`config.mk`:
```
export PLATFORM = sky130hd
export DESIGN_NAME = touch_frame_event_tracker_top
export DESIGN_NICKNAME = d
export VERILOG_FILES = /design/src/hdl/tfet_pkg.sv /design/src/hdl/tfet_ctrl.sv /design/src/hdl/tfet_dp.sv /design/src/hdl/touch_frame_event_tracker_top.sv
export SDC_FILE = /design/constraint.sdc
export NUM_CORES = 1
export LEC_CHECK = 0
export BUFFER_PORTS_ARGS = -buffer_cell sky130_fd_sc_hd__buf_2
export CAP_MARGIN = 20
export CORE_MARGIN = 5
export CORE_UTILIZATION = 48
export CTS_CLUSTER_DIAMETER = 60
export DETAILED_ROUTE_END_ITERATION = 6
export PLACE_DENSITY_LB_ADDON = 0.1
export SETUP_SLACK_MARGIN = 0.15
export SLEW_MARGIN = 20
export SYNTH_ARGS = -nofsm -noshare
export SYNTH_HDL_FRONTEND = slang
export SYNTH_SLANG_ARGS = --single-unit
```
`constraint.sdc`:
```
create_clock -name clk -period 25.4 [get_ports clk]
set_input_delay 2.54 -clock clk [delete_from_list [all_inputs] [get_ports clk]]
set_output_delay 2.54 -clock clk [all_outputs]
set_load 0.01 [all_outputs]
```
`src/hdl/tfet_pkg.sv`:
```
// Shared types and constants for the touch frame event tracker.
// Used by tfet_ctrl, tfet_dp and touch_frame_event_tracker_top; no dependencies.
package tfet_pkg;

  localparam int MAX_POINTS = 5;
  localparam int CNT_W      = $clog2(MAX_POINTS + 1);
  localparam int IDX_W      = (MAX_POINTS > 1) ? $clog2(MAX_POINTS) : 1;

  typedef logic [CNT_W-1:0]      cnt_t;
  typedef logic [IDX_W-1:0]      idx_t;
  typedef logic [MAX_POINTS-1:0] pmask_t;

  localparam logic CMD_STATUS = 1'b0;
  localparam logic CMD_POINT  = 1'b1;

  typedef enum logic [1:0] {
    EV_PRESSED  = 2'd0,
    EV_MOVED    = 2'd1,
    EV_RELEASED = 2'd2,
    EV_ERROR    = 2'd3
  } ev_kind_t;

  typedef enum logic [2:0] {
    S_IDLE,
    S_DECODE,
    S_ERR,
    S_MASK,
    S_PT,
    S_REL
  } state_t;

  typedef struct packed {
    logic capture;
    logic abandon;
    logic open_frame;
    logic start_close;
    logic take_point;
    logic emit_error;
    logic build_mask;
    logic emit_point;
    logic emit_release;
    logic commit;
  } ctl_cmd_t;

  typedef struct packed {
    logic is_point;
    logic st_ready;
    logic cnt_big;
    logic cnt_zero;
    logic point_ok;
    logic has_ev;
    logic closing;
    logic mask_empty;
    logic slot_free;
  } ctl_sts_t;

endpackage

```
`src/hdl/tfet_ctrl.sv`:
```
// Sequencer for the touch frame event tracker.
// Depends on tfet_pkg; drives tfet_dp through ctl_cmd_t and reads ctl_sts_t.
module tfet_ctrl import tfet_pkg::*; (
  input  logic     clk,
  input  logic     rst,
  input  logic     in_valid,
  output logic     in_ready,
  input  ctl_sts_t sts,
  output ctl_cmd_t cmd
);

  state_t state, state_next;

  always_ff @(posedge clk) begin
    if (rst) begin
      state <= S_IDLE;
    end else begin
      state <= state_next;
    end
  end

  always_comb begin
    state_next = state;
    case (state)
      S_IDLE: begin
        if (in_valid) state_next = S_DECODE;
      end
      S_DECODE: begin
        if (sts.is_point) begin
          state_next = sts.point_ok ? S_MASK : S_IDLE;
        end else if (!sts.st_ready) begin
          state_next = S_IDLE;
        end else if (sts.cnt_big) begin
          state_next = S_ERR;
        end else if (sts.cnt_zero) begin
          state_next = S_MASK;
        end else begin
          state_next = S_IDLE;
        end
      end
      S_ERR: begin
        if (sts.slot_free) state_next = S_IDLE;
      end
      S_MASK: begin
        state_next = S_PT;
      end
      S_PT: begin
        if (!sts.has_ev || sts.slot_free) state_next = sts.closing ? S_REL : S_IDLE;
      end
      S_REL: begin
        if (sts.mask_empty) state_next = S_IDLE;
      end
      default: state_next = S_IDLE;
    endcase
  end

  always_comb begin
    cmd      = '0;
    in_ready = 1'b0;
    case (state)
      S_IDLE: begin
        in_ready    = 1'b1;
        cmd.capture = in_valid;
      end
      S_DECODE: begin
        cmd.abandon     = !sts.is_point && sts.st_ready;
        cmd.open_frame  = !sts.is_point && sts.st_ready && !sts.cnt_big && !sts.cnt_zero;
        cmd.start_close = !sts.is_point && sts.st_ready && !sts.cnt_big && sts.cnt_zero;
        cmd.take_point  = sts.is_point && sts.point_ok;
      end
      S_ERR: begin
        cmd.emit_error = sts.slot_free;
      end
      S_MASK: begin
        cmd.build_mask = 1'b1;
      end
      S_PT: begin
        cmd.emit_point = sts.has_ev && sts.slot_free;
      end
      S_REL: begin
        cmd.commit       = sts.mask_empty;
        cmd.emit_release = !sts.mask_empty && sts.slot_free;
      end
      default: begin
        cmd = '0;
      end
    endcase
  end

endmodule

```
`src/hdl/tfet_dp.sv`:
```
// Datapath of the touch frame event tracker: frame stores, match logic,
// release mask and output register. Depends on tfet_pkg; commanded by tfet_ctrl.
module tfet_dp import tfet_pkg::*; (
  input  logic        clk,
  input  logic        rst,
  input  ctl_cmd_t    cmd,
  output ctl_sts_t    sts,
  input  logic        in_cmd,
  input  logic [7:0]  in_status,
  input  logic [7:0]  in_id,
  input  logic [15:0] in_x,
  input  logic [15:0] in_y,
  input  logic [15:0] in_size,
  output logic        out_valid,
  input  logic        out_ready,
  output ev_kind_t    out_kind,
  output logic [7:0]  out_id,
  output logic [15:0] out_x,
  output logic [15:0] out_y,
  output logic [15:0] out_size,
  output logic        out_last
);

  // Captured item
  logic        c_cmd;
  logic [7:0]  c_status;
  logic [7:0]  c_id;
  logic [15:0] c_x, c_y, c_size;

  // Frame stores
  logic [7:0]  prev_id   [MAX_POINTS];
  logic [15:0] prev_x    [MAX_POINTS];
  logic [15:0] prev_y    [MAX_POINTS];
  logic [15:0] prev_size [MAX_POINTS];
  logic [7:0]  cur_id    [MAX_POINTS];
  logic [15:0] cur_x     [MAX_POINTS];
  logic [15:0] cur_y     [MAX_POINTS];
  logic [15:0] cur_size  [MAX_POINTS];
  cnt_t        prev_count, cur_count, expected_count;
  logic        frame_open;

  // Pending work
  logic        has_ev, closing;
  ev_kind_t    pt_kind;
  pmask_t      rel_mask;

  logic        found, moved;
  idx_t        match_idx, rel_idx;
  pmask_t      rel_rest, mask_new;
  logic [3:0]  cnt4;
  logic        slot_free;

  assign cnt4      = c_status[3:0];
  assign slot_free = !out_valid || out_ready;

  // First match by id among the previous points
  always_comb begin
    found     = 1'b0;
    match_idx = '0;
    for (int i = MAX_POINTS - 1; i >= 0; i--) begin
      if (CNT_W'(i) < prev_count && prev_id[i] == c_id) begin
        found     = 1'b1;
        match_idx = IDX_W'(i);
      end
    end
    moved = (prev_x[match_idx] != c_x) || (prev_y[match_idx] != c_y);
  end

  // Previous points absent from the current frame
  always_comb begin
    logic hit;
    for (int i = 0; i < MAX_POINTS; i++) begin
      hit = 1'b0;
      for (int j = 0; j < MAX_POINTS; j++) begin
        if (CNT_W'(j) < cur_count && cur_id[j] == prev_id[i]) hit = 1'b1;
      end
      mask_new[i] = closing && (CNT_W'(i) < prev_count) && !hit;
    end
  end

  // Lowest pending release
  always_comb begin
    rel_idx = '0;
    for (int i = MAX_POINTS - 1; i >= 0; i--) begin
      if (rel_mask[i]) rel_idx = IDX_W'(i);
    end
    rel_rest = rel_mask & ~(pmask_t'(1) << rel_idx);
  end

  always_comb begin
    sts.is_point   = (c_cmd == CMD_POINT);
    sts.st_ready   = c_status[7];
    sts.cnt_big    = cnt4 > 4'(MAX_POINTS);
    sts.cnt_zero   = (cnt4 == 4'd0);
    sts.point_ok   = frame_open && (cur_count < CNT_W'(MAX_POINTS));
    sts.has_ev     = has_ev;
    sts.closing    = closing;
    sts.mask_empty = (rel_mask == '0);
    sts.slot_free  = slot_free;
  end

  // Control registers
  always_ff @(posedge clk) begin
    if (rst) begin
      prev_count     <= '0;
      cur_count      <= '0;
      expected_count <= '0;
      frame_open     <= 1'b0;
      has_ev         <= 1'b0;
      closing        <= 1'b0;
      rel_mask       <= '0;
      out_valid      <= 1'b0;
    end else begin
      // drop the partial frame; open the next one when the status asks for it
      if (cmd.abandon) begin
        frame_open <= cmd.open_frame;
        cur_count  <= '0;
      end
      if (cmd.open_frame) begin
        expected_count <= cnt4[CNT_W-1:0];
      end
      if (cmd.start_close) begin
        has_ev  <= 1'b0;
        closing <= 1'b1;
      end
      if (cmd.take_point) begin
        has_ev    <= !found || moved;
        cur_count <= cnt_t'(cur_count + 1'b1);
        closing   <= cnt_t'(cur_count + 1'b1) >= expected_count;
      end
      if (cmd.build_mask) begin
        rel_mask <= mask_new;
      end
      if (cmd.emit_release) begin
        rel_mask <= rel_rest;
      end
      if (cmd.commit) begin
        prev_count <= cur_count;
        frame_open <= 1'b0;
      end
      if (cmd.emit_error || cmd.emit_point || cmd.emit_release) begin
        out_valid <= 1'b1;
      end else if (out_ready) begin
        out_valid <= 1'b0;
      end
    end
  end

  // Payload registers
  always_ff @(posedge clk) begin
    if (cmd.capture) begin
      c_cmd    <= in_cmd;
      c_status <= in_status;
      c_id     <= in_id;
      c_x      <= in_x;
      c_y      <= in_y;
      c_size   <= in_size;
    end
    if (cmd.take_point) begin
      pt_kind                                <= found ? EV_MOVED : EV_PRESSED;
      cur_id[cur_count[IDX_W-1:0]]   <= c_id;
      cur_x[cur_count[IDX_W-1:0]]    <= c_x;
      cur_y[cur_count[IDX_W-1:0]]    <= c_y;
      cur_size[cur_count[IDX_W-1:0]] <= c_size;
    end
    if (cmd.commit) begin
      prev_id   <= cur_id;
      prev_x    <= cur_x;
      prev_y    <= cur_y;
      prev_size <= cur_size;
    end
    if (cmd.emit_error) begin
      out_kind <= EV_ERROR;
      out_id   <= '0;
      out_x    <= '0;
      out_y    <= '0;
      out_size <= '0;
      out_last <= 1'b1;
    end else if (cmd.emit_point) begin
      out_kind <= pt_kind;
      out_id   <= c_id;
      out_x    <= c_x;
      out_y    <= c_y;
      out_size <= c_size;
      out_last <= (rel_mask == '0);
    end else if (cmd.emit_release) begin
      out_kind <= EV_RELEASED;
      out_id   <= prev_id[rel_idx];
      out_x    <= prev_x[rel_idx];
      out_y    <= prev_y[rel_idx];
      out_size <= prev_size[rel_idx];
      out_last <= (rel_rest == '0);
    end
  end

endmodule

```
`src/hdl/touch_frame_event_tracker_top.sv`:
```
// Multitouch press / move / release tracker: top level.
// A status item announces a frame of point items; each point is matched by id
// against the previous frame and gives Pressed (new id) or Moved (x or y
// changed). When the frame is complete, or at once for a ready status with a
// count of zero, every previous point whose id is missing gives Released, in
// previous-frame order, and the new frame replaces the previous one. A ready
// status with a count above MAX_POINTS (5) gives one frame-error result and
// keeps the previous frame; any ready status drops a partial frame. A status
// with bit 7 clear and a point outside an open frame give no result.
// Items are handled one at a time: a status that only opens or drops a frame,
// or an ignored item, passes accept and decode; an error adds an error step.
// A point passes accept, decode, mask and point steps, then the release walk
// when it closes the frame; a ready status with a count of zero takes the same
// path. The release walk advances one mask entry per cycle while the output
// register is free; a full register not taken stalls any emitting step. m_tlast
// marks the last result of an item; an item may give no result at all.
// Depends on tfet_pkg, tfet_ctrl and tfet_dp.
module touch_frame_event_tracker_top import tfet_pkg::*; (
  input  logic        clk,
  input  logic        rst,
  // Input items
  input  logic        s_tvalid,
  output logic        s_tready,
  input  logic [63:0] s_tdata,  // status_byte[7:0], point_id[15:8], point_x[31:16],
                                // point_y[47:32], point_size[63:48]
  input  logic        s_tuser,  // command: 0 status item, 1 point record
  // Result items
  output logic        m_tvalid,
  input  logic        m_tready,
  output logic [55:0] m_tdata,  // event_id[7:0], event_x[23:8], event_y[39:24],
                                // event_size[55:40]
  output logic [1:0]  m_tuser,  // event_kind
  output logic        m_tlast   // last_of_run
);

  ctl_cmd_t    cmd;
  ctl_sts_t    sts;
  ev_kind_t    ev_kind;
  logic [7:0]  ev_id;
  logic [15:0] ev_x, ev_y, ev_size;

  // Sequencer: accepts an item only when the previous one is fully handled
  tfet_ctrl u_ctrl (
    .clk      (clk),
    .rst      (rst),
    .in_valid (s_tvalid),
    .in_ready (s_tready),
    .sts      (sts),
    .cmd      (cmd)
  );

  // Frame stores, matching and the output register
  tfet_dp u_dp (
    .clk       (clk),
    .rst       (rst),
    .cmd       (cmd),
    .sts       (sts),
    .in_cmd    (s_tuser),
    .in_status (s_tdata[7:0]),
    .in_id     (s_tdata[15:8]),
    .in_x      (s_tdata[31:16]),
    .in_y      (s_tdata[47:32]),
    .in_size   (s_tdata[63:48]),
    .out_valid (m_tvalid),
    .out_ready (m_tready),
    .out_kind  (ev_kind),
    .out_id    (ev_id),
    .out_x     (ev_x),
    .out_y     (ev_y),
    .out_size  (ev_size),
    .out_last  (m_tlast)
  );

  // Pack the result fields, lowest field first
  assign m_tdata = {ev_size, ev_y, ev_x, ev_id};
  assign m_tuser = ev_kind;

endmodule
```
Yosys cells after proc, flatten, opt, wreduce, memory -nomap -nowiden
Index checks and enable logic that the tools add are counted.
{"block": "word_totals", "out_inout_bits": 61, "inputBits": 69, "register_bits": 707}
{"block": "classes", "shift": 1, "n_eq_ne": 41, "n_lt_le_gt_ge": 17, "n_addsub": 1, "bitwise": 5, "n_reduce_logical": 78, "n_mux": 107}
{"cell": "$mux 16", "n": 17}
{"cell": "$bmux 16 s3", "n": 5}
{"cell": "$bwmux 80", "n": 3}
{"cell": "$eq 8x8->1", "n": 30}
{"cell": "$mux 3", "n": 20}
{"cell": "$logic_and 1x1->1", "n": 49}
{"cell": "$demux 16 s3", "n": 1}
{"cell": "$mux 1", "n": 44}
{"cell": "$bwmux 40", "n": 1}
{"cell": "$mux 8", "n": 5}
{"cell": "$ne 16x16->1", "n": 2}
{"cell": "$bmux 8 s3", "n": 1}
{"cell": "$demux 8 s3", "n": 1}
{"cell": "$pmux 3 s6", "n": 1}
{"cell": "$ge 4x4->1 const B", "n": 3}
{"cell": "$logic_not 1->1", "n": 12}
{"cell": "$lt 1x3->1 const A", "n": 4}
{"cell": "$lt 2x3->1 const A", "n": 4}
{"cell": "$not 3->4", "n": 3}
{"cell": "$logic_not 5->1", "n": 2}
{"cell": "$mux 2", "n": 5}
{"cell": "$mux 5", "n": 2}
{"cell": "$reduce_bool 2->1", "n": 5}
{"cell": "$eq 3x2->1 const B", "n": 2}
{"cell": "19 further kinds", "n": 28}

Depth between registers and ports, before layout
{"block": "depth", "depth_word": 15, "mapped_depth": 15, "ltp_nobuf": 11}

Hierarchy
A second synthesis with hierarchy kept.
{"block": "hier_totals", "cells_unflattened": 2083, "area_unflattened_um2": 29731.0}
{"module": "tfet_dp", "n_inst": 1, "area_each_um2": 29381.9, "seq_area_each_um2": 20249.4, "cells_per_inst": 2037}
{"module": "tfet_ctrl", "n_inst": 1, "area_each_um2": 349.1, "seq_area_each_um2": 60.1, "cells_per_inst": 46}

Least setup slack after synthesis
OpenSTA, ideal clock, no wires.
{"block": "synth_path", "kind": "register to register", "from": "register u_dp.rel_mask[0]", "to": "register u_dp.prev_count[0]", "setup_ns": 0.138, "stages_incl_launch_ff": 7, "t_arrival_ns": 21.657, "path_slack_ns": 3.606, "path_cell_list": "dfxtp_1 > clkbuf_1 > nor4_1 > nand2_1 > nor3_1 > mux2i_1 > nor2_1"}
{"element": "from (decl)", "line": "tfet_dp.sv:45", "rtl": "pmask_t rel_mask;"}
{"element": "from (signal assigned)", "line": "tfet_dp.sv:132", "rtl": "rel_mask <= mask_new;"}
{"element": "from (signal assigned)", "line": "tfet_dp.sv:135", "rtl": "rel_mask <= rel_rest;"}
{"element": "to (signal assigned)", "line": "tfet_dp.sv:138", "rtl": "prev_count <= cur_count;"}
{"element": "to (decl)", "line": "tfet_dp.sv:39", "rtl": "cnt_t prev_count, cur_count, expected_count;"}

Worst setup path after layout
{"block": "layout_path", "from": "register u_dp.c_id[3]", "to": "register u_dp.has_ev"}
{"block": "layout_via", "elab_chain_len": 15}
{"element": "from (decl)", "line": "tfet_dp.sv:27", "rtl": "logic [7:0] c_id;"}
{"element": "from (signal assigned)", "line": "tfet_dp.sv:154", "rtl": "c_id <= in_id;"}
{"element": "$eq 8x8->1", "line": "tfet_dp.sv:61", "rtl": "if (CNT_W'(i) < prev_count && prev_id[i] == c_id) begin"}
{"element": "$logic_and 1x1->1", "line": "tfet_dp.sv:61"}
{"element": "$mux 3 (5 in series)", "line": "tfet_dp.sv:61"}
{"element": "$not 3->4 (implied by the code)", "line": "tfet_dp.sv:66", "rtl": "moved = (prev_x[match_idx] != c_x) || (prev_y[match_idx] != c_y);"}
{"element": "$bmux 16 s3", "line": "tfet_dp.sv:66"}
{"element": "$mux 16 (implied by the code) (2 in series)", "line": "tfet_dp.sv:66"}
{"element": "$ne 16x16->1", "line": "tfet_dp.sv:66"}
{"element": "$logic_or 1x1->1", "line": "tfet_dp.sv:66"}
{"element": "$logic_or 1x1->1 (*)", "line": "tfet_dp.sv:127", "rtl": "has_ev <= !found || moved;"}
{"element": "$mux 1 (*)", "line": "tfet_dp.sv:126", "rtl": "if (cmd.take_point) begin"}
{"element": "to (signal assigned)", "line": "tfet_dp.sv:127"}
{"element": "to (decl)", "line": "tfet_dp.sv:43", "rtl": "logic has_ev, closing;"}
Mark *: on every way between the ends. The rest lies on a longest branch, timed or not. The select of a mux whose other input is x is not followed.
A chain may end at the register's enable or synchronous reset.

==> results_dict.tcl <==
set metrics [dict create \
    status "complete, no violations" \
    diodes 0 \
    fin_skew_ps 14.2 \
    worstPathMaxFanout 11 \
    async_reset_ff_frac 0 \
    yosys_warnings 0 \
    coreArea_um2 60400 \
    insertion_delay_ps 620 \
    yosys.area.top_type_share 0.641 \
    hpwl_um 47700 \
    grt_first_pass_wirelength_um 121000 \
    cts.clk_slew.worst_paths_ps 60 \
    synthCells 2039 \
    timing.final.crit_share 0.213 \
    grt_max_degree 88 \
    synth_edf_count 623 \
    layout_commonest_cell "edfxtp_1" \
    ios 130 \
    antenna_left 0 \
    drtPass1Iterations 7 \
    critPathKind "reg -> reg" \
    relSlewSlack 0.262 \
    initialDrtViolationCount 1823 \
    layout_common_cells "623 x edfxtp_1, 159 x xnor2_1, 145 x nand2_1" \
    wl_per_cell_um 28.4 \
    rsz0062_at_grt "no" \
    rows 90 \
    cts_resized 0 \
    areaGrowthSynthToFinish_pct 12.9 \
    fill_cells 4861 \
    vias_per_cell 6.10 \
    gp_congestion 0.922 \
    dp_cells 2794 \
    yosys-top-cells-area "edfxtp_1 64%, dfxtp_1 5.5%, xnor2_1 4.8%, xor2_1 3.1%, mux2i_1 3.0%" \
    fin_cells 2939 \
    die-area_um2 65900 \
    cts_hold_repair.buffers 0 \
    ys_types 77 \
    p_leak_nw 10.3 \
    peakVddDrop_mv 0.0454 \
    synthesis.area_um2 29200 \
    numClockSinks 703 \
    cts_buffers 78 \
    cts_tree "built" \
    synth_ff_type "edfxtp_1" \
    yosys.area.top_type "edfxtp_1" \
    dieHeight_um 257 \
    fin_tns_setup_ps 0 \
    final_nets 2166 \
    min_path_type "reg -> reg" \
    root_buffer "clkbuf_16" \
    max_freq_ghz 0.185 \
    yosysSeqAreaShare 0.695 \
    final-max-slew-violation-count 0 \
    required_ps 25860 \
    track_usage 0.248 \
    crit_arrival_ps 5870 \
    die_w_um 257 \
    portBuffers 126 \
    antenna_found_initial 2 \
    initial_core_util 0.484 \
    first_global_vias 18000 \
    htree_levels 3 \
    drive_gt1_frac 0.146 \
    critPathLaunchType "flip-flop" \
    cts_buffer_depth 3 \
    drt_wl_total_um 83500 \
    power_density_nw_per_um2 82.4 \
    max_cap_violations 0 \
    syn_nets 2112 \
    worst_setup_path_end_kind "flip-flop" \
    drcViolationCount 0 \
    synth_area_per_cell_um2 14.3 \
    grt_overflow 0 \
    post_cts_buffers 0 \
    worstMarginPinSlew_ps 1110 \
    vias 17900 \
    setup-violations-final 0 \
    final_util 0.546 \
    period_needed_ps 5410 \
    finalHoldViolCount 0 \
    synth_seq_cells 703 \
]
==> final cells by class <==
class / instances / area [um^2] / share of cell area
timing repair buffer: 159 / 902 / 0.0274
multi-input combinational: 1137 / 8090 / 0.245
clock buffer: 97 / 2100 / 0.0636
inverter: 14 / 52.6 / 0.00159
sequential: 703 / 20300 / 0.616
tap: 782 / 978 / 0.0297
clock inverter: 47 / 533 / 0.0162
==> cells in the mapped netlist, types with 3 or more instances <==
cell,instances
a221oi_1,52
mux2_2,8
nor4_1,35
xnor2_1,159
buf_6,7
a22oi_1,3
and2_1,6
nand4_1,41
a31oi_1,13
edfxtp_1,623
nor2b_1,3
inv_1,14
nand2_1,145
o211ai_1,76
nand2b_1,12
nor3_1,24
and3_1,9
ha_1,4
buf_2,39
o22ai_1,18
o22a_1,8
nor2_1,54
nand3b_1,4
or3_1,8
xor2_1,102
nand3_1,31
dfxtp_1,80
a211oi_1,4
a211o_1,5
a21oi_1,91
mux2i_1,88
o2111ai_1,52
o21ai_0,30
buf_1,3
clkbuf_1,133
a222oi_1,5
==> logic make-up (layout without fill, tap and decap cells) <==
logic type               Yosys count  after routing  synth area share
adder cells (fa/ha/maj)            5              5           0.00206
XOR/XNOR                         263            263            0.0794
multiplexers                      97             97            0.0336
AND/OR/NAND/NOR                  388            388            0.0654
AO/OA/AOI/OAI                    384            384            0.0943
buffers and inverters            199            317            0.0298
flip-flops                       703            703             0.695
==> report_power, final <==
group	total [W]	leakage, nW	switching [W]	internal [W]
clock network	0.00114	1.27	0.000462	0.000675
registers	0.00139	6.31	0.0000643	0.00133
logic	0.000186	2.72	0.0000978	0.0000885
==> through the flow <==
stage               cell area, um^2  total power [W]  worst slack (ps)  hold WS [ps]
floorplan                     29200          0.00151              3610           400
global placement              30300          0.00160             19820           400
finish                        33000          0.00272             19990           404
global route                  33000          0.00281             19680           417
CTS                           32900          0.00274             20070           412
detailed placement            30300          0.00160             19760           405
==> registers in the layout, summed over array words and instances (netlist names), 5 cells and up <==
signal          flops
u_dp.c_id           8
u_dp.c_size        16
u_dp.c_status       5
u_dp.c_x           16
u_dp.c_y           16
u_dp.cur_id        40
u_dp.cur_size      80
u_dp.cur_x         80
u_dp.cur_y         80
u_dp.out_id         8
u_dp.out_size      16
u_dp.out_x         16
u_dp.out_y         16
u_dp.prev_id       40
u_dp.prev_size     80
u_dp.prev_x        80
u_dp.prev_y        80
u_dp.rel_mask       5
==> critical path: stages, from the launching register on <==
cell      delay [ps]
edfxtp_1         820
xor2_1           140
nor3_1           750
nand3_1          840
nand3_1          860
o22a_1           250
o22ai_1           70
a21oi_1          170
xnor2_1          300
nand4_1          180
nor4_1           750
a221oi_2         110
==> final timing paths <==
kind | slack, ps | depth (start not counted) | from | endpoint
setup reg to reg | 19990 | 11 | u_dp.c_id[3]$_DFFE_PP_ | u_dp.has_ev$_SDFFE_PP0P_
setup / recovery | 19990 | 11 | u_dp.c_id[3]$_DFFE_PP_ | u_dp.has_ev$_SDFFE_PP0P_
hold / removal | 400 | 0 | u_dp.cur_y[67]$_DFFE_PP_ | u_dp.prev_y[67]$_DFFE_PP_
hold reg to reg | 400 | 0 | u_dp.cur_y[67]$_DFFE_PP_ | u_dp.prev_y[67]$_DFFE_PP_
==> routing by layer <==
| metal | vias to the layer above | share of wire | GRT usage |
|---|---|---|---|
| met5 | - | 0.00028 | 0 |
| met4 | 4 | 0.040 | 0.0977 |
| met3 | 200 | 0.079 | 0.0493 |
| met2 | 789 | 0.46 | 0.394 |
| met1 | 9018 | 0.42 | 0.338 |
| li1 | 7907 | - | - |
Power figures use the tool's default switching activity.
